**config.mk**
```make
export PLATFORM = sky130hd
export DESIGN_NAME = quadrature_decoder_saturating_top
export DESIGN_NICKNAME = d
export VERILOG_FILES = /design/src/sv/qdec_pkg.sv /design/src/sv/qdec_in_stage.sv /design/src/sv/qdec_core.sv /design/src/sv/qdec_out_stage.sv /design/src/sv/quadrature_decoder_saturating_top.sv
export SDC_FILE = /design/constraint.sdc
export NUM_CORES = 1
export LEC_CHECK = 0
export BUFFER_PORTS_ARGS = -buffer_cell sky130_fd_sc_hd__buf_2
export CAP_MARGIN = 20
export CORE_MARGIN = 2
export CORE_UTILIZATION = 46
export CTS_CLUSTER_SIZE = 12
export DETAILED_ROUTE_END_ITERATION = 7
export PLACE_DENSITY = 0.67
export SETUP_SLACK_MARGIN = 0.15
export SLEW_MARGIN = 20
export SYNTH_ARGS = -nofsm -noshare
export SYNTH_HDL_FRONTEND = slang
export SYNTH_HIERARCHICAL = 1
export SYNTH_SLANG_ARGS = --single-unit
```
**constraint.sdc**
```tcl
create_clock -name clk -period 9.2 [get_ports clk]
set_clock_uncertainty 0.15 [all_clocks]
set_input_delay 0.46 -clock clk [delete_from_list [all_inputs] [get_ports clk]]
set_output_delay 0.46 -clock clk [all_outputs]
set_load 0.02 [all_outputs]
```
**src/sv/qdec_pkg.sv**
```systemverilog
package qdec_pkg;

  // Timestamp width used for the debounce distance
  localparam int TIME_BITS = 32;
  localparam int POS_BITS  = 8;
  localparam int DEB_BITS  = 8;

  // Reset values of the configuration registers
  localparam logic [DEB_BITS-1:0] DEBOUNCE_RESET = 8'd2;
  localparam logic                INVERT_RESET   = 1'b1;

  // Saturation limits of the position
  localparam logic signed [POS_BITS-1:0] POS_MAX = 8'sd127;
  localparam logic signed [POS_BITS-1:0] POS_MIN = -8'sd128;

  typedef enum logic [2:0] {
    ACT_PIN_CHANGE   = 3'd0,
    ACT_INIT         = 3'd1,
    ACT_RESET_POS    = 3'd2,
    ACT_READ_DELTA   = 3'd3,
    ACT_READ_CHANGED = 3'd4
  } action_t;

  typedef enum logic {
    REG_DEBOUNCE = 1'b0,
    REG_INVERT   = 1'b1
  } cfg_reg_t;

  typedef struct packed {
    action_t              action;
    logic [TIME_BITS-1:0] time_ms;
    logic [1:0]           ab;
  } item_t;

  typedef struct packed {
    logic signed [POS_BITS-1:0] position;
    logic signed [POS_BITS-1:0] delta;
    logic                       changed_flag;
    logic                       accepted;
  } result_t;

  // 4x Gray transition table, indexed by {previous AB, new AB}
  function automatic logic signed [1:0] gray_step(input logic [3:0] idx);
    logic signed [1:0] s;
    case (idx) inside
      4'd1, 4'd7, 4'd8, 4'd14:  s = -2'sd1;
      4'd2, 4'd4, 4'd11, 4'd13: s = 2'sd1;
      default:                  s = 2'sd0;
    endcase
    return s;
  endfunction

endpackage

```
**src/sv/qdec_in_stage.sv**
```systemverilog
module qdec_in_stage (
  input  logic              clk,
  input  logic              rst,
  input  logic              in_valid,
  output logic              in_stall,
  input  qdec_pkg::item_t   in_item,
  input  logic              advance,
  output logic              valid,
  output qdec_pkg::item_t   item
);

  logic load;

  // Take a new beat when the register is empty or is moving on this cycle
  assign in_stall = valid && !advance;
  assign load     = in_valid && !in_stall;

  // Hold the valid bit until the item moves to the result register
  always_ff @(posedge clk) begin
    if (rst) begin
      valid <= 1'b0;
    end else if (load) begin
      valid <= 1'b1;
    end else if (advance) begin
      valid <= 1'b0;
    end
  end

  // Capture the payload
  always_ff @(posedge clk) begin
    if (load) begin
      item <= in_item;
    end
  end

endmodule

```
**src/sv/qdec_core.sv**
```systemverilog
module qdec_core (
  input  logic                            clk,
  input  logic                            rst,
  input  logic                            cfg_we,
  input  qdec_pkg::cfg_reg_t              cfg_index,
  input  logic [qdec_pkg::DEB_BITS-1:0]   cfg_data,
  input  logic                            fire,
  input  qdec_pkg::item_t                 item,
  output qdec_pkg::result_t               res
);

  logic [qdec_pkg::DEB_BITS-1:0]  debounce;
  logic                           invert;
  logic signed [qdec_pkg::POS_BITS-1:0] count;
  logic signed [qdec_pkg::POS_BITS-1:0] count_at_last_read;
  logic [1:0]                     prev_ab;
  logic [qdec_pkg::TIME_BITS-1:0] last_time;
  logic                           moved;

  logic signed [qdec_pkg::POS_BITS-1:0] count_next;
  logic signed [qdec_pkg::POS_BITS-1:0] count_at_last_read_next;
  logic [1:0]                     prev_ab_next;
  logic [qdec_pkg::TIME_BITS-1:0] last_time_next;
  logic                           moved_next;

  logic [qdec_pkg::TIME_BITS-1:0] elapsed;
  logic                           pass;
  logic signed [1:0]              step_raw;
  logic signed [1:0]              step;
  logic                           step_up;
  logic                           step_down;

  // Configuration registers
  always_ff @(posedge clk) begin
    if (rst) begin
      debounce <= qdec_pkg::DEBOUNCE_RESET;
      invert   <= qdec_pkg::INVERT_RESET;
    end else if (cfg_we) begin
      unique case (cfg_index)
        qdec_pkg::REG_DEBOUNCE: debounce <= cfg_data;
        qdec_pkg::REG_INVERT:   invert   <= cfg_data[0];
        default: ;
      endcase
    end
  end

  // Debounce distance with wrap, and the decoded step
  assign elapsed   = item.time_ms - last_time;
  assign pass      = elapsed >= qdec_pkg::TIME_BITS'(debounce);
  assign step_raw  = qdec_pkg::gray_step({prev_ab, item.ab});
  assign step      = invert ? -step_raw : step_raw;
  assign step_up   = (step == 2'sd1);
  assign step_down = (step == -2'sd1);

  // Next state and result for the item in the input register
  always_comb begin
    count_next              = count;
    count_at_last_read_next = count_at_last_read;
    prev_ab_next            = prev_ab;
    last_time_next          = last_time;
    moved_next              = moved;
    res.delta               = '0;
    res.accepted            = 1'b0;
    unique case (item.action)
      qdec_pkg::ACT_PIN_CHANGE: begin
        if (pass) begin
          res.accepted   = 1'b1;
          last_time_next = item.time_ms;
          prev_ab_next   = item.ab;
          if (step_up || step_down) begin
            moved_next = 1'b1;
          end
          if (step_up && count != qdec_pkg::POS_MAX) begin
            count_next = count + 8'sd1;
          end else if (step_down && count != qdec_pkg::POS_MIN) begin
            count_next = count - 8'sd1;
          end
        end
      end
      qdec_pkg::ACT_INIT: begin
        prev_ab_next            = item.ab;
        count_next              = '0;
        count_at_last_read_next = '0;
        moved_next              = 1'b0;
      end
      qdec_pkg::ACT_RESET_POS: begin
        count_next = '0;
        moved_next = 1'b1;
      end
      qdec_pkg::ACT_READ_DELTA: begin
        res.delta               = count - count_at_last_read;
        count_at_last_read_next = count;
      end
      default: ;
    endcase
    res.position     = count_next;
    res.changed_flag = moved_next;
    // Drop the flag after reporting it
    if (item.action == qdec_pkg::ACT_READ_CHANGED) begin
      moved_next = 1'b0;
    end
  end

  // Decoder state, advanced once per item
  always_ff @(posedge clk) begin
    if (rst) begin
      count              <= '0;
      count_at_last_read <= '0;
      prev_ab            <= '0;
      last_time          <= '0;
      moved              <= 1'b0;
    end else if (fire) begin
      count              <= count_next;
      count_at_last_read <= count_at_last_read_next;
      prev_ab            <= prev_ab_next;
      last_time          <= last_time_next;
      moved              <= moved_next;
    end
  end

  a_accept_only_pin: assert property (@(posedge clk) disable iff (rst)
    fire && res.accepted |-> item.action == qdec_pkg::ACT_PIN_CHANGE)
    else $error("accepted flag on an action other than pin change");

  a_init_clears: assert property (@(posedge clk) disable iff (rst)
    fire && item.action == qdec_pkg::ACT_INIT |=> count == '0 && !moved)
    else $error("initialize did not clear position and flag");

  a_read_changed_clears: assert property (@(posedge clk) disable iff (rst)
    fire && item.action == qdec_pkg::ACT_READ_CHANGED |=> !moved)
    else $error("changed flag survived a read");

  a_read_delta_syncs: assert property (@(posedge clk) disable iff (rst)
    fire && item.action == qdec_pkg::ACT_READ_DELTA |=> count_at_last_read == count)
    else $error("read position not updated after delta read");

endmodule

```
**src/sv/qdec_out_stage.sv**
```systemverilog
module qdec_out_stage (
  input  logic                clk,
  input  logic                rst,
  input  logic                s_valid,
  input  qdec_pkg::result_t   s_res,
  output logic                ready,
  output logic                fire,
  output logic                out_valid,
  input  logic                out_stall,
  output qdec_pkg::result_t   out_res
);

  // Move a result in when the register is empty or drains this cycle
  assign ready = !out_valid || !out_stall;
  assign fire  = s_valid && ready;

  always_ff @(posedge clk) begin
    if (rst) begin
      out_valid <= 1'b0;
    end else if (fire) begin
      out_valid <= 1'b1;
    end else if (!out_stall) begin
      out_valid <= 1'b0;
    end
  end

  // Hold the payload while stalled
  always_ff @(posedge clk) begin
    if (fire) begin
      out_res <= s_res;
    end
  end

endmodule

```
**src/sv/quadrature_decoder_saturating_top.sv**
```systemverilog
// Path: an accepted beat is held in the input register, and its result is then
// registered in the result register before it shows on the outputs.
// Throughput: one item per cycle while out_stall is low; the update of the small
// state registers is the single combinational step between the two registers.
// Reset (rst, synchronous): both stages empty, position, read mark, AB and timestamp
// zero, changed flag clear, debounce 2 ms, direction inverted.
module quadrature_decoder_saturating_top (
  input  logic                                 clk,
  input  logic                                 rst,
  input  logic                                 cfg_we,
  input  logic                                 cfg_index,
  input  logic [qdec_pkg::DEB_BITS-1:0]        cfg_data,
  input  logic                                 in_valid,
  output logic                                 in_stall,
  input  logic [2:0]                           action,
  input  logic [qdec_pkg::TIME_BITS-1:0]       time_ms,
  input  logic                                 pin_a,
  input  logic                                 pin_b,
  output logic                                 out_valid,
  input  logic                                 out_stall,
  output logic signed [qdec_pkg::POS_BITS-1:0] position,
  output logic signed [qdec_pkg::POS_BITS-1:0] delta,
  output logic                                 changed_flag,
  output logic                                 accepted
);

  qdec_pkg::item_t   in_item;
  qdec_pkg::item_t   s_item;
  qdec_pkg::result_t s_res;
  qdec_pkg::result_t out_res;
  logic              s_valid;
  logic              ready;
  logic              fire;

  // Pack the input beat
  assign in_item.action  = qdec_pkg::action_t'(action);
  assign in_item.time_ms = time_ms;
  assign in_item.ab      = {pin_a, pin_b};

  qdec_in_stage u_in (
    .clk      (clk),
    .rst      (rst),
    .in_valid (in_valid),
    .in_stall (in_stall),
    .in_item  (in_item),
    .advance  (ready),
    .valid    (s_valid),
    .item     (s_item)
  );

  qdec_core u_core (
    .clk       (clk),
    .rst       (rst),
    .cfg_we    (cfg_we),
    .cfg_index (qdec_pkg::cfg_reg_t'(cfg_index)),
    .cfg_data  (cfg_data),
    .fire      (fire),
    .item      (s_item),
    .res       (s_res)
  );

  qdec_out_stage u_out (
    .clk       (clk),
    .rst       (rst),
    .s_valid   (s_valid),
    .s_res     (s_res),
    .ready     (ready),
    .fire      (fire),
    .out_valid (out_valid),
    .out_stall (out_stall),
    .out_res   (out_res)
  );

  // Unpack the result beat
  assign position     = out_res.position;
  assign delta        = out_res.delta;
  assign changed_flag = out_res.changed_flag;
  assign accepted     = out_res.accepted;

endmodule

```
==> impl_metrics.py <==
metrics = {
    "status": {
        "run_status": "completed",
    },
    "logic_synthesis": {
        "synth_area_um2": 7420,
        "avgSynthCellArea_um2": 8.68,
        "synth-main-ff-cell": "dfxtp_1",
        "synth_cells": 855,
        "yosys_warnings": 6,
        "ys_seq_elements": 117,
        "syn-num-nets": 957,
        "synth-async-reset-ratio": 0,
        "synth-seq-area-share": 0.390,
        "synth_edf_count": 55,
        "synthDistinctLibCells": 73,
    },
    "sta": {
        "setup_violations": 0,
        "finalWorstSetupSlack_ns": 3.96,
        "min_period_ns": 5.24,
        "clock.fmax_mhz": 191,
        "tightest_slew_ns": 0.989,
        "final_max_slew_viol_count": 0,
        "fin_setup_tns_ns": 0,
        "final-hold-violation-count": 0,
        "post-route-period-util": 0.569,
        "rsz0062_at_grt": "no",
        "slew_headroom": 0.341,
    },
    "grt": {
        "antenna_found_initial": 0,
        "overflow": 0,
        "grtUsageTotal": 0.237,
        "use_met3": 0.0501,
        "grt_max_degree": 60,
        "grt_pass1_vias": 6375,
        "grt_use_met1": 0.322,
        "top_usage_layer": "met2",
        "grt_use_met2": 0.370,
        "grt_pass1_wl_um": 32100,
    },
    "route": {
        "routed_wl_um": 19800,
        "drtIter0Drc": 537,
        "viasPerCell": 5.98,
        "drtPass1Iterations": 5,
        "antenna_left": 0,
        "vias": 6758,
        "drc": 0,
        "routedWlPerCell_um": 17.5,
    },
    "critical_path": {
        "worst_setup_path_end_kind": "register",
        "cp_data_arrival_time_ns": 5.45,
        "cp_data_required_time_ns": 9.41,
        "crit_type": "register to register",
        "crit_fanout": 39,
        "crit_path_start_kind": "register",
    },
    "floorplanning": {
        "die_width_um": 131,
        "pin_count": 71,
        "num_rows": 46,
        "dieArea_um2": 17200,
        "die_h_um": 131,
        "start_util": 0.469,
        "core_area_um2": 15800,
    },
    "placed_design": {
        "hpwl_um": 13700,
        "dpl_cell_area_um2": 7880,
        "place_worst_setup_slack_ns": 4.09,
        "portBuffers": 70,
        "place.gp.congestion": 0.954,
    },
    "clock_tree": {
        "cts_buffer_depth": 2,
        "clk_pin_slew_ns": 0.06,
        "clock_sinks": 117,
        "cts_resized": 0,
        "holdBufCountCts": 0,
        "cts_setup_buffers": 0,
        "cts_made_buffers": 17,
        "htree_levels": 4,
        "clkLatencyLatePin_ns": 0.42,
        "root_buffer": "clkbuf_16",
        "cts_tree": "done",
    },
    "final_layout": {
        "antenna_cells": 0,
        "syn2layout_area_growth_pct": 14.3,
        "final_area_um2": 8490,
        "layout-drive-gt1-share": 0.136,
        "final_common_cell": "a21oi_1",
        "final_cell_mix": "a21oi_1 (92), nand2_1 (78), buf_2 (70), inv_1 (68), dfxtp_1 (62)",
        "fin_nets": 1003,
    },
    "min_path": {
        "min_path_type": "primary input to register",
    },
    "power": {
        "p_leak_uw": 0.00309,
        "ir_worst_vdd_mv": 0.137,
        "powerDensity_nw_per_um2": 169,
    },
    "run": {
        "cap_violations": 0,
    },
}
==> worst max-delay path, stage by stage (launching register included) <==
cell and delay (ns):
edfxtp_1 0.41, ha_1 0.40, a21o_1 0.22, a21oi_2 0.24, nand2_1 0.13, a31oi_1 0.23
xnor2_1 0.15, ha_1 0.27, nand3_1 0.11, o22ai_1 0.10, a2111oi_0 0.51, nand4_1 0.14
a2111oi_0 0.35, and4_1 0.29, nand4_2 0.37, buf_4 0.42, a2111oi_0 0.51, a41o_1 0.16
==> routing by layer <==
layer  up-vias  share of wire  routed length, µm
met4         0          0.027                540
met2       254           0.45               8860
met3        47          0.063               1240
met1      3168           0.46               9160
met5         -              0                  0
li1       3289              -                  -
==> stage by stage <==
stage	util	hold WS (ns)	total power (µW)	std cells
after CTS	0.534	0.0474	1440	1129
after global routing	0.536	0.0474	1490	1130
after global placement	0.498	0.295	791	1097
after floorplan	-	0.286	729	855
after detailed placement	0.498	0.301	791	1097
final	0.536	0.0584	1430	1130
==> state kept, by name, summed over array words and instances, names as in the netlist <==
register,flops
u_out/out_valid,1
u_core/count,8
u_core/moved,1
u_core/last_time,32
u_core/count_at_last_read,8
u_core/invert,1
u_out/out_res,18
u_core/prev_ab,2
u_in/item,37
u_core/debounce,8
u_in/valid,1
==> cell usage after synthesis (4+ instances only) <==
master / instances / area share
o211ai_1: 6 / 0.0061
o21ai_1: 11 / 0.0074
xnor2_1: 14 / 0.017
and3_1: 8 / 0.0067
o31ai_1: 34 / 0.034
nand3_1: 14 / 0.0094
a211o_1: 4 / 0.0047
nand2_1: 78 / 0.039
dfxtp_1: 62 / 0.17
buf_1: 6 / 0.0030
inv_1: 68 / 0.034
and4_1: 4 / 0.0047
a21o_1: 17 / 0.017
a211oi_1: 5 / 0.0051
or3_1: 10 / 0.0084
or4_1: 4 / 0.0040
a22oi_1: 10 / 0.010
buf_2: 5 / 0.0034
nand2b_1: 5 / 0.0042
nor3_1: 14 / 0.0094
o21ai_0: 19 / 0.013
a2111oi_0: 7 / 0.0083
a31oi_1: 13 / 0.011
and2_1: 6 / 0.0051
clkbuf_1: 35 / 0.018
nor2b_1: 4 / 0.0034
edfxtp_1: 55 / 0.22
ha_1: 49 / 0.083
xor2_1: 7 / 0.0083
nand4_1: 48 / 0.040
a21oi_1: 92 / 0.062
o21a_1: 11 / 0.011
or2_2: 5 / 0.0042
nor2_1: 57 / 0.029
==> final cells by class <==
class / instances / area, µm²
tap: 216 / 270
multi-input combinational: 618 / 4060
fill: 1478 / 7340
inverter: 69 / 259
clock buffer: 19 / 443
clock inverter: 13 / 133
sequential: 117 / 2890
timing repair buffer: 78 / 430
==> logic make-up (layout without fill, tap and decap cells) <==
group,after synthesis,count (layout),synth area share
adder cells (fa/ha/maj),51,51,0.0880
multiplexers,4,4,0.00556
flip-flops,117,117,0.390
AO/OA/AOI/OAI,275,275,0.247
AND/OR/NAND/NOR,267,267,0.180
XOR/XNOR,21,21,0.0248
buffers and inverters,120,179,0.0651
==> where the power goes <==
part	internal, µW	total [µW]	switching, µW
logic	75.9	208	132
registers	566	579	13.4
clock network	403	644	241
==> final timing paths <==
kind	depth (start not counted)	slack [ns]	startpoint	to
worst min-delay path	1	0.06	time_ms[16]	u_in/item[18]
worst min register to register	2	0.31	u_core/debounce[7]	u_core/debounce[7]
worst max register to register	17	3.96	u_in/item[5]	u_core/count[4]
worst max-delay path	17	3.96	u_in/item[5]	u_core/count[4]
Power figures use the tool's default switching activity.
